### src/design/gsp_pkg.sv
// Shared types, register map and saturating time arithmetic for the gait
// support phase unit. No dependencies; imported by gait_support_phase_fsm_unit.
package gsp_pkg;

   localparam int TimeWidth  = 32;
   localparam int SpanWidth  = 25;   // sum of two 24-bit periods
   localparam int CsrAddrW   = 5;
   localparam int CsrDataW   = 32;

   // Register indexes on the configuration port (byte address is 4 * index).
   typedef enum logic [2:0] {
      CSR_DS_PERIOD       = 3'd0,
      CSR_SS_PERIOD       = 3'd1,
      CSR_TRANS_DS_PERIOD = 3'd2,
      CSR_HALF_RECOMPUTE  = 3'd3,
      CSR_STEPS_BEFORE_DS = 3'd4,
      CSR_VEL_THRESHOLD   = 3'd5,
      CSR_TIME_TOLERANCE  = 3'd6
   } csr_index_type;

   localparam logic [23:0] DsPeriodReset      = 24'd100000;
   localparam logic [23:0] SsPeriodReset      = 24'd700000;
   localparam logic [23:0] TransDsPeriodReset = 24'd100000;
   localparam logic [23:0] HalfRecomputeReset = 24'd50000;
   localparam logic [7:0]  StepsBeforeDsReset = 8'd2;
   localparam logic [14:0] VelThresholdReset  = 15'd1;
   localparam logic [15:0] TimeToleranceReset = 16'd1;

   typedef enum logic {
      PHASE_DS = 1'b0,
      PHASE_SS = 1'b1
   } phase_type;

   typedef enum logic [1:0] {
      MOVE_NONE,
      MOVE_TO_DS,
      MOVE_TO_SS,
      MOVE_SWAP
   } move_type;

   typedef struct packed {
      logic [31:0]        sample_time;
      logic [31:0]        ds_limit_time;
      logic signed [15:0] vel_x;
      logic signed [15:0] vel_y;
      logic signed [15:0] vel_yaw;
   } req_type;

   typedef struct packed {
      logic        phase;
      logic        stance_foot;
      logic        changed;
      logic        in_transition;
      logic [7:0]  steps_left;
      logic [15:0] step_count;
      logic [15:0] instants;
      logic [31:0] phase_start;
      logic [31:0] phase_limit;
   } rsp_type;

   // Time sum that sticks at the largest count instead of wrapping.
   function automatic logic [TimeWidth-1:0] sat_add(input logic [TimeWidth-1:0] a,
                                                    input logic [SpanWidth-1:0] b);
      logic [TimeWidth:0] s;
      s = {1'b0, a} + {{(TimeWidth + 1 - SpanWidth){1'b0}}, b};
      return s[TimeWidth] ? {TimeWidth{1'b1}} : s[TimeWidth-1:0];
   endfunction

   // True when the magnitude of a signed sample exceeds the threshold.
   // The most negative value has magnitude 32768 and is handled in 17 bits.
   function automatic logic over_threshold(input logic [15:0] v,
                                           input logic [14:0] thr);
      logic [16:0] mag;
      mag = v[15] ? (17'h10000 - {1'b0, v}) : {1'b0, v};
      return mag > {2'b00, thr};
   endfunction

endpackage

### src/design/gait_support_phase_fsm_unit.sv
// Top level of the gait support phase unit: configuration registers, input
// register, support phase state machine and result register.
// Depends on gsp_pkg.
//
//  Channel  Direction  Handshake                 Beat contents
//  req      in         req_valid / req_ready     req_type: time, horizon, velocity
//  rsp      out        rsp_valid / rsp_ready     rsp_type: phase state after the item
//  csr      in/out     APB csr_psel / penable    seven registers at 4 * index
//
// A beat accepted into the input register runs through the phase update there
// and is loaded into the result register when the update stage advances, from
// where its result can be taken.
// A new beat is accepted every cycle while results are taken; the phase update
// on the registered state is combinational.
// Reset is synchronous and active high; it restores the register defaults
// and puts the walker in double support on the left foot with all counts zero.
// A result not taken holds the input register, and req_ready then falls.
module gait_support_phase_fsm_unit
   import gsp_pkg::*;
(
   input  logic                clock,
   input  logic                reset,

   input  logic                req_valid,
   output logic                req_ready,
   input  req_type             req_data,

   output logic                rsp_valid,
   input  logic                rsp_ready,
   output rsp_type             rsp_data,

   input  logic                csr_psel,
   input  logic                csr_penable,
   input  logic                csr_pwrite,
   input  logic [CsrAddrW-1:0] csr_paddr,
   input  logic [CsrDataW-1:0] csr_pwdata,
   output logic [CsrDataW-1:0] csr_prdata,
   output logic                csr_pready
);

   // ---------------------------------------------------------------------
   // Configuration registers. Writes land on the access cycle; pready is
   // tied high so every transfer completes without wait states.
   // ---------------------------------------------------------------------
   logic [23:0] ds_period_ff, ss_period_ff, trans_ds_period_ff, half_recompute_ff;
   logic [7:0]  steps_before_ds_ff;
   logic [14:0] vel_threshold_ff;
   logic [15:0] time_tolerance_ff;

   logic          csr_write;
   csr_index_type csr_index;

   assign csr_pready = 1'b1;
   assign csr_write  = csr_psel & csr_penable & csr_pwrite;
   assign csr_index  = csr_index_type'(csr_paddr[CsrAddrW-1:2]);

   always_ff @(posedge clock) begin
      if (reset) begin
         ds_period_ff       <= DsPeriodReset;
         ss_period_ff       <= SsPeriodReset;
         trans_ds_period_ff <= TransDsPeriodReset;
         half_recompute_ff  <= HalfRecomputeReset;
         steps_before_ds_ff <= StepsBeforeDsReset;
         vel_threshold_ff   <= VelThresholdReset;
         time_tolerance_ff  <= TimeToleranceReset;
      end else if (csr_write) begin
         case (csr_index)
            CSR_DS_PERIOD:       ds_period_ff       <= csr_pwdata[23:0];
            CSR_SS_PERIOD:       ss_period_ff       <= csr_pwdata[23:0];
            CSR_TRANS_DS_PERIOD: trans_ds_period_ff <= csr_pwdata[23:0];
            CSR_HALF_RECOMPUTE:  half_recompute_ff  <= csr_pwdata[23:0];
            CSR_STEPS_BEFORE_DS: steps_before_ds_ff <= csr_pwdata[7:0];
            CSR_VEL_THRESHOLD:   vel_threshold_ff   <= csr_pwdata[14:0];
            CSR_TIME_TOLERANCE:  time_tolerance_ff  <= csr_pwdata[15:0];
            default: ;
         endcase
      end
   end

   always_comb begin
      case (csr_index)
         CSR_DS_PERIOD:       csr_prdata = {8'd0, ds_period_ff};
         CSR_SS_PERIOD:       csr_prdata = {8'd0, ss_period_ff};
         CSR_TRANS_DS_PERIOD: csr_prdata = {8'd0, trans_ds_period_ff};
         CSR_HALF_RECOMPUTE:  csr_prdata = {8'd0, half_recompute_ff};
         CSR_STEPS_BEFORE_DS: csr_prdata = {24'd0, steps_before_ds_ff};
         CSR_VEL_THRESHOLD:   csr_prdata = {17'd0, vel_threshold_ff};
         CSR_TIME_TOLERANCE:  csr_prdata = {16'd0, time_tolerance_ff};
         default:             csr_prdata = '0;
      endcase
   end

   // Spans built from pairs of registers; the user is to keep them steady while beats flow (not enforced here).
   logic [SpanWidth-1:0] step_len;
   logic [SpanWidth-1:0] trans_tol;
   assign step_len  = {1'b0, trans_ds_period_ff} + {1'b0, ss_period_ff};
   assign trans_tol = {1'b0, trans_ds_period_ff} + {9'd0, time_tolerance_ff};

   // ---------------------------------------------------------------------
   // Input register. The reference test and the horizon plus tolerance are
   // formed on the way in, so the update stage only sees three time values
   // and one flag from the beat.
   // ---------------------------------------------------------------------
   logic                 in_valid_ff, in_valid_in;
   logic [TimeWidth-1:0] sample_time_ff;
   logic [TimeWidth-1:0] horizon_ff;
   logic [TimeWidth-1:0] horizon_tol_ff;
   logic                 given_ff;
   logic                 given_now;
   logic                 advance;
   logic                 req_accept;

   assign given_now = over_threshold(req_data.vel_x,   vel_threshold_ff) |
                      over_threshold(req_data.vel_y,   vel_threshold_ff) |
                      over_threshold(req_data.vel_yaw, vel_threshold_ff);

   // The update stage moves whenever the result register is free or is
   // being emptied in this cycle.
   assign advance    = in_valid_ff & (~rsp_valid | rsp_ready);
   assign req_ready  = ~in_valid_ff | advance;
   assign req_accept = req_valid & req_ready;
   assign in_valid_in = req_accept | (in_valid_ff & ~advance);

   always_ff @(posedge clock) begin
      if (reset) begin
         in_valid_ff <= 1'b0;
      end else begin
         in_valid_ff <= in_valid_in;
      end
   end

   always_ff @(posedge clock) begin
      if (req_accept) begin
         sample_time_ff <= req_data.sample_time;
         horizon_ff     <= req_data.ds_limit_time;
         horizon_tol_ff <= sat_add(req_data.ds_limit_time,
                                   {9'd0, time_tolerance_ff});
         given_ff       <= given_now;
      end
   end

   // ---------------------------------------------------------------------
   // Walking state.
   // ---------------------------------------------------------------------
   phase_type            phase_ff, phase_in;
   logic                 foot_ff, foot_in;
   logic [TimeWidth-1:0] limit_ff, limit_in;
   logic [TimeWidth-1:0] start_ff, start_in;
   logic [7:0]           steps_left_ff, steps_left_in;
   logic [15:0]          step_number_ff, step_number_in;
   logic [15:0]          instants_ff, instants_in;
   logic                 trans_flag_ff, trans_flag_in;

   // A late limit in double support is pulled in to the horizon when a
   // reference is present; the step budget is refilled at the same time.
   logic                 pull_in;
   logic [TimeWidth-1:0] limit_pulled;
   logic [7:0]           steps_pulled;
   logic                 switch_due;
   move_type             move;

   assign pull_in      = given_ff & (phase_ff == PHASE_DS) & (limit_ff > horizon_tol_ff);
   assign limit_pulled = pull_in ? horizon_ff : limit_ff;
   assign steps_pulled = pull_in ? steps_before_ds_ff : steps_left_ff;
   assign switch_due   = sample_time_ff >= sat_add(limit_pulled, {1'b0, half_recompute_ff});

   // Next phase: pick the transition, if any.
   always_comb begin
      move     = MOVE_NONE;
      phase_in = phase_ff;
      if (switch_due) begin
         if (phase_ff == PHASE_SS && !given_ff && steps_pulled == 8'd0) begin
            move     = MOVE_TO_DS;
            phase_in = PHASE_DS;
         end else if (phase_ff == PHASE_DS && (given_ff || steps_pulled != 8'd0)) begin
            move     = MOVE_TO_SS;
            phase_in = PHASE_SS;
         end else if ((phase_ff == PHASE_SS && steps_pulled != 8'd0) ||
                      (steps_pulled == 8'd0 && given_ff)) begin
            move = MOVE_SWAP;
         end
      end
   end

   // Data that follows from the chosen transition.
   logic                 changed;
   logic [TimeWidth-1:0] lim_plus_ds;
   logic [TimeWidth-1:0] lim_plus_step;
   logic [TimeWidth-1:0] trans_end_old;
   logic [TimeWidth-1:0] trans_end_new;
   logic                 trans_over;

   assign lim_plus_ds   = sat_add(limit_pulled, {1'b0, ds_period_ff});
   assign lim_plus_step = sat_add(limit_pulled, step_len);
   assign trans_end_old = sat_add(start_ff, trans_tol);
   assign trans_end_new = sat_add(limit_pulled, trans_tol);

   always_comb begin
      changed        = 1'b0;
      foot_in        = foot_ff;
      limit_in       = limit_pulled;
      start_in       = start_ff;
      steps_left_in  = steps_pulled;
      step_number_in = step_number_ff;
      trans_flag_in  = trans_flag_ff;
      case (move)
         MOVE_TO_DS: begin
            changed  = 1'b1;
            start_in = limit_pulled;
            limit_in = lim_plus_ds;
         end
         MOVE_TO_SS: begin
            changed       = 1'b1;
            start_in      = limit_pulled;
            limit_in      = lim_plus_step;
            steps_left_in = steps_before_ds_ff;
         end
         MOVE_SWAP: begin
            changed        = 1'b1;
            foot_in        = ~foot_ff;
            trans_flag_in  = 1'b1;
            start_in       = limit_pulled;
            limit_in       = lim_plus_step;
            step_number_in = step_number_ff + 16'd1;
            steps_left_in  = given_ff ? steps_before_ds_ff : steps_pulled - 8'd1;
         end
         default: ;
      endcase

      // The transitional flag ends once the sample time is past the start of the
      // phase now in force plus the transitional period and the tolerance.
      trans_over = sample_time_ff > (changed ? trans_end_new : trans_end_old);
      if (trans_over) begin
         trans_flag_in = 1'b0;
      end

      if (changed) begin
         instants_in = 16'd0;
      end else if (instants_ff != 16'hFFFF) begin
         instants_in = instants_ff + 16'd1;
      end else begin
         instants_in = instants_ff;
      end
   end

   always_ff @(posedge clock) begin
      if (reset) begin
         phase_ff       <= PHASE_DS;
         foot_ff        <= 1'b0;
         limit_ff       <= '0;
         start_ff       <= '0;
         steps_left_ff  <= '0;
         step_number_ff <= '0;
         instants_ff    <= '0;
         trans_flag_ff  <= 1'b0;
      end else if (advance) begin
         phase_ff       <= phase_in;
         foot_ff        <= foot_in;
         limit_ff       <= limit_in;
         start_ff       <= start_in;
         steps_left_ff  <= steps_left_in;
         step_number_ff <= step_number_in;
         instants_ff    <= instants_in;
         trans_flag_ff  <= trans_flag_in;
      end
   end

   // ---------------------------------------------------------------------
   // Result register. It holds a beat until the consumer takes it, while
   // the input register can still take one beat behind it.
   // ---------------------------------------------------------------------
   logic    rsp_valid_ff, rsp_valid_in;
   rsp_type rsp_data_ff, rsp_data_in;

   assign rsp_valid_in = advance | (rsp_valid_ff & ~rsp_ready);

   always_comb begin
      rsp_data_in.phase         = phase_in;
      rsp_data_in.stance_foot   = foot_in;
      rsp_data_in.changed       = changed;
      rsp_data_in.in_transition = trans_flag_in;
      rsp_data_in.steps_left    = steps_left_in;
      rsp_data_in.step_count    = step_number_in;
      rsp_data_in.instants      = instants_in;
      rsp_data_in.phase_start   = start_in;
      rsp_data_in.phase_limit   = limit_in;
   end

   always_ff @(posedge clock) begin
      if (reset) begin
         rsp_valid_ff <= 1'b0;
      end else begin
         rsp_valid_ff <= rsp_valid_in;
      end
   end

   always_ff @(posedge clock) begin
      if (advance) begin
         rsp_data_ff <= rsp_data_in;
      end
   end

   assign rsp_valid = rsp_valid_ff;
   assign rsp_data  = rsp_data_ff;

`ifndef ASSERT_OFF
   // A transition always restarts the instant count.
   assert property (@(posedge clock) disable iff (reset)
      rsp_valid_ff |-> (!rsp_data_ff.changed || rsp_data_ff.instants == 16'd0))
      else $error("transition beat with nonzero instant count");

   // A held result must never be overwritten by the update stage.
   assert property (@(posedge clock) disable iff (reset)
      (rsp_valid_ff && !rsp_ready) |-> !advance)
      else $error("update stage moved while result was held");

   // The walking state only moves when a beat passes the update stage.
   assert property (@(posedge clock) disable iff (reset)
      !advance |=> ($stable(limit_ff) && $stable(start_ff) && $stable(steps_left_ff)))
      else $error("walking state changed without a beat");

   // Every foot swap counts one step and every counted step swaps the foot.
   assert property (@(posedge clock) disable iff (reset)
      advance |=> ((step_number_ff != $past(step_number_ff)) ==
                   (foot_ff != $past(foot_ff))))
      else $error("step count and stance foot out of step");
`endif

endmodule

### config.mk
export PLATFORM = sky130hd
export DESIGN_NAME = gait_support_phase_fsm_unit
export DESIGN_NICKNAME = d
export VERILOG_FILES = /design/src/design/gsp_pkg.sv /design/src/design/gait_support_phase_fsm_unit.sv
export SDC_FILE = /design/constraint.sdc
export NUM_CORES = 2
export LEC_CHECK = 0
export BUFFER_PORTS_ARGS = -buffer_cell sky130_fd_sc_hd__clkbuf_2
export CELL_PAD_IN_SITES_DETAIL_PLACEMENT = 0
export CELL_PAD_IN_SITES_GLOBAL_PLACEMENT = 1
export CORE_MARGIN = 8
export CORE_UTILIZATION = 50
export DETAILED_ROUTE_END_ITERATION = 8
export GPL_TIMING_DRIVEN = 0
export PLACE_DENSITY = 0.9
export SYNTH_ARGS = -nofsm -noshare
export SYNTH_HDL_FRONTEND = slang
export SYNTH_SLANG_ARGS = --single-unit
### constraint.sdc
create_clock -name clock -period 27.3 [get_ports clock]
set_input_delay 2.73 -clock clock [delete_from_list [all_inputs] [get_ports clock]]
set_output_delay 2.73 -clock clock [all_outputs]
set_load 0.05 [all_outputs]
======== Yosys cells after proc, flatten, opt, wreduce, memory -nomap -nowiden ========
Index checks and enable logic that the tools add are counted.
storage, ports and cells
  logic and storage cells ................. 130
  output and inout bits ................... 143
  input bits .............................. 156
  register bits ........................... 449
operators by class
  add/sub/neg operators ................... 14
  mux-type cells .......................... 30
  bitwise logic cells ..................... 20
  equality and inequality tests ........... 10
  magnitude comparators ................... 6
  reduce and logical (&&, ||, !) cells .... 20
operators with widths
  cell                                                 count
  two-way mux 32 bit                                   8
  case mux 24 bit (7 select lines)                     1
  adder 32 x 25 -> 33 bit                              3
  adder 32 x 24 -> 33 bit                              2
  > comparator 32 bit                                  2
  case mux 32 bit (2 select lines)                     1
  > comparator 17 x 15 -> 1 bit                        3
  two-way mux 17 bit                                   3
  subtractor 17 x 16 -> 17 bit (first input constant)  3
  two-way mux 16 bit                                   3
  adder 32 x 16 -> 33 bit                              1
  adder 16 x 1 -> 16 bit (second input constant)       2
  >= comparator 32 bit                                 1
  adder 24 x 16 -> 25 bit                              1
  adder 24 x 24 -> 25 bit                              1
  two-way mux 8 bit                                    2
  != test 16 bit (second input constant)               1
  case mux 8 bit (2 select lines)                      1
  AND reduction 2 bit                                  7
  equality test 3 bit (second input constant)          3
  AND 1 bit                                            8
  zero test 8 bit                                      1
  two-way mux 2 bit                                    4
  nonzero test 8 bit                                   1
  14 further kinds                                     37

======== Logic depth before layout (Yosys ltp) ========
  depth in word-level cells ............... 17
  gate-level depth with buffers ........... 50
  gate-level depth less buffers ........... 44

======== Worst setup path before layout ========
Ideal clock, no wire load.
  path kind ............................... reg2reg
  from .................................... register horizon_tol_ff[19]
  to ...................................... register trans_flag_ff
  setup time .............................. 91 ps
  path buffers ............................ 6
  stages on the path, launching flop included .. 47
  slack ................................... 17,372 ps
  period minus slack after synthesis ...... 9,928 ps
  arrival time ............................ 9,837 ps
  cell sequence ........................... edfxtp_1 -> inv_1 -> ha_1 -> a21oi_1 -> o22ai_1 -> o311a_1 -> o21ai_0 -> nand2_1 -> buf_2 -> buf_2 -> buf_2 -> o21ai_0 -> ha_1 -> inv_1 -> fa_1 -> nor2b_1 -> o2111ai_1 -> a21boi_0 -> [... 11 more ...] -> o2111a_1 -> a21oi_1 -> o21ai_1 -> clkbuf_1 -> o21ai_0 -> clkbuf_1 -> o22ai_1 -> ha_1 -> a21o_1 -> a21o_1 -> a21o_1 -> a21o_1 -> a21o_1 -> a21o_1 -> a21oi_1 -> nor3_1 -> a2111o_1 -> a311oi_1
on the way
  cells in the longest elaborated chain, start to end .. 16
  elaborated cells on any way between the ends .. 30
ends and longest elaborated chain
  item                                                              line                                text
  start, declared                                                   gait_support_phase_fsm_unit.sv:107  logic [TimeWidth-1:0] horizon_tol_ff;
  start signal, assigned                                            gait_support_phase_fsm_unit.sv:136  horizon_tol_ff <= sat_add(req_data.ds_limit_time,
  > comparator 32 bit *                                             gait_support_phase_fsm_unit.sv:162  assign pull_in = given_ff & (phase_ff == PHASE_DS) & (limit_ff > horizon_tol_ff);
  AND 1 bit *                                                       gait_support_phase_fsm_unit.sv:162
  branches (longest 13 deep; another with adder 32 x 24 -> 33 bit)  --
  two-way mux 1 bit *                                               gait_support_phase_fsm_unit.sv:233  if (trans_over) begin
  end signal, assigned                                              gait_support_phase_fsm_unit.sv:264  trans_flag_ff <= trans_flag_in;
  end, declared                                                     gait_support_phase_fsm_unit.sv:152  logic trans_flag_ff, trans_flag_in;
Mark *: on every way between the ends.
A chain may end at the register's enable or synchronous reset.

======== Worst setup path in the final report ========
  from .................................... register limit_ff[27]
  to ...................................... register trans_flag_ff
on the way
  cells in the longest elaborated chain, start to end .. 16
  elaborated cells on any way between the ends .. 30
ends and longest elaborated chain
  item                                                              line                                text
  start, declared                                                   gait_support_phase_fsm_unit.sv:147  logic [TimeWidth-1:0] limit_ff, limit_in;
  start signal, assigned                                            gait_support_phase_fsm_unit.sv:259  limit_ff <= limit_in;
  branches (longest 15 deep; another with adder 32 x 24 -> 33 bit)  --
  two-way mux 1 bit *                                               gait_support_phase_fsm_unit.sv:233
Marked as above.

==> results_dict.tcl <==
set metrics [dict create \
    run_status "finished clean" \
    globalRoute.totalOverflow 0 \
    synthTopCellsByArea "edfxtp_1, dfxtp_1, ha_1" \
    synth_edf_count 205 \
    layout-drive-gt1-share 0.115 \
    setup_viol 0 \
    postRouteAntennaNets 0 \
    die_y_microns 270 \
    slowest_stage "clkbuf_1" \
    cts_root_buffer "clkbuf_16" \
    rows 93 \
    synth.top_cell.area_share 0.190 \
    synth-main-ff-cell "dfxtp_1" \
    tns_ps 0 \
    syn-cell-area_sq_um 32400 \
    gp_congestion 1.01 \
    rsz0062_at_grt "false" \
    ir_worst_vdd_mv 0.0452 \
    hold_class "flip-flop to flip-flop" \
    seq_area_frac_synth 0.341 \
    whs_ps 470 \
    slowest_delay_ps 810 \
    cp-start-kind "flip-flop" \
    nNetsFinal 4593 \
    critPathCaptureType "flip-flop" \
    core_sq_um 64200 \
    final_area_sq_um 36700 \
    grt_pass1_vias 28500 \
    syn2layout_area_growth_pct 13.3 \
    drtIter0Drc 3167 \
    totalWireLength_mm 118 \
    p_leak_nw 15.4 \
    worstSkewPairLatency_ps 620 \
    max-slew-margin-rel 0.0768 \
    critPathMaxFanout 10 \
    dr_wl_met2_mm 53.7 \
    pwr_density_cell_nw_per_um2 55.7 \
    clock_sinks 449 \
    hold_violations 0 \
    wl_per_cell_microns 23.7 \
    dp_hpwl_mm 95.6 \
    grt_pass1_wl_mm 175 \
    fin_skew_ps 36.3 \
    final_common_cell "nand2_1" \
    grt_start_max_net_pins 66 \
    ys_types 87 \
    clk_pin_slew_worst_paths_ps 60 \
    ys_ff_latch 449 \
    dieArea_sq_um 73200 \
    cts-htree-levels 2 \
    grt_util_all_layers 0.309 \
    layout.cells.non_filler 5005 \
    arrival_ps 16230 \
    clockBufferDepth 3 \
    placed_cell_area_sq_um 35000 \
    ys_warn_count 0 \
    drt_pre_antenna_iters 7 \
    slew_viol_final 0 \
    finalCriticalPeriod_ps 15710 \
    drc 0 \
    dr_wl_met3_mm 10.6 \
    final_cell_mix "nand2_1, a21oi_1, ha_1, nor2_1, clkbuf_2" \
    max-cap-violations 0 \
    cts_resized 0 \
    period_share 0.576 \
    cpMostUsedCell "o21ai_0" \
    synth_top_cell_by_area "edfxtp_1" \
    die_x_microns 270 \
    timing.fmax_mhz 63.6 \
    required_ps 27810 \
    portBuffers 277 \
    cts_tree "yes" \
    io_pins 299 \
    cts_inserted_buffers 50 \
    synthArstFlopShare 0 \
    dp.cells 4908 \
    met1Wirelength_mm 47.0 \
    syn_avg_cell_area_sq_um 8.60 \
    vias 30200 \
    start_util 0.504 \
    ctsHoldBuffers 0 \
    antenna_found_initial 7 \
    post_cts_buffers 0 \
    tightest_slew_ps 1370 \
    top_layer "met5" \
    critPathKind "flip-flop to flip-flop" \
    synth_cells 3764 \
    avgViaCountPerCell 6.03 \
]
[flip-flops by register name (all words and copies together) (netlist names), 8 cells and up]
signal and count:
ds_period_ff 24, half_recompute_ff 24, horizon_ff 32, horizon_tol_ff 32, instants_ff 16, limit_ff 32
rsp_data 108, sample_time_ff 32, ss_period_ff 24, start_ff 32, step_number_ff 16, steps_before_ds_ff 8
steps_left_ff 8, time_tolerance_ff 16, trans_ds_period_ff 24, vel_threshold_ff 15
[worst paths after layout]
| path | startpoint | to | slack (ps) | depth (start not counted) |
|---|---|---|---|---|
| worst max-delay path | limit_ff[27] | trans_flag_ff | 11590 | 48 |
| worst min register to register | ss_period_ff[16] | ss_period_ff[16] | 470 | 2 |
| worst min-delay path | ss_period_ff[16] | ss_period_ff[16] | 470 | 2 |
| worst max register to register | limit_ff[27] | trans_flag_ff | 11590 | 48 |
[metal layers]
metal	track usage	up-vias
met1	0.387	14200
met4	0.160	2
met5	0	-
li1	-	14200
met2	0.504	1485
met3	0.0568	327
[worst max-delay path: cells and delay by family, from the launching register on]
family | cells | cell delay, ps
AOI/OAI and AO/OA | 25 | 8190
adders and majority gates | 5 | 1610
buffers and inverters | 7 | 3150
DFF | 1 | 400
and+or+nand+nor | 11 | 2250
[final cells by class]
| class | instances | area (sq um) |
|---|---|---|
| Clock buffer | 73 | 1460 |
| Antenna cell | 4 | 10.0 |
| Timing Repair Buffer | 282 | 1480 |
| Buffer | 153 | 624 |
| Sequential cell | 449 | 11000 |
| Inverter | 233 | 875 |
| Tap cell | 855 | 1070 |
| Fill cell | 6017 | 27600 |
| Clock inverter | 20 | 243 |
| Multi-Input combinational cell | 2936 | 19900 |
[metrics by stage]
step / power (mW) / setup slack, ps / utilization
finish: 2.04 / 11590 / 0.571
global route: 2.11 / 11090 / 0.571
CTS: 2.03 / 12150 / 0.571
detailed placement: 1.33 / 12290 / 0.544
global placement: 1.33 / 11930 / 0.543
floorplan: 1.14 / 17370 / -
[power breakdown]
part | switching (mW) | total, mW | internal, mW
Sequential | 0.0177 | 0.758 | 0.740
Clock | 0.293 | 0.713 | 0.419
Combinational | 0.383 | 0.571 | 0.188
[synth_stat cells (all sizes together), types with 20 or more instances]
cell type and n:
nand2 518, a21oi 336, ha 301, nor2 287, dfxtp 244, inv 232, o21ai 212, edfxtp 205
xnor2 161, clkbuf 126, a21o 99, nand3 76, xor2 67, o21a 64, nand4 55, nor3 55
mux2i 47, mux2 46, nand2b 44, nor2b 43, o22ai 37, a211oi 34, o211ai 32, fa 31
and3 29, buf 27, a211o 26, a31oi 24, and2 24, a311oi 23, nand3b 20
[kinds of logic (layout without fill, tap and decap cells)]
group | count (synthesis) | after routing | synth area share
simple gates | 1229 | 1229 | 0.173
buf+inv | 386 | 761 | 0.0463
compound gates | 1033 | 1033 | 0.203
mux | 105 | 105 | 0.0389
xor+xnor | 228 | 228 | 0.0617
flops | 449 | 449 | 0.341
fa+ha+maj | 332 | 332 | 0.135
other cells | 2 | 13 | 0.000232
Note: power is estimated with default switching activity, not from simulation.
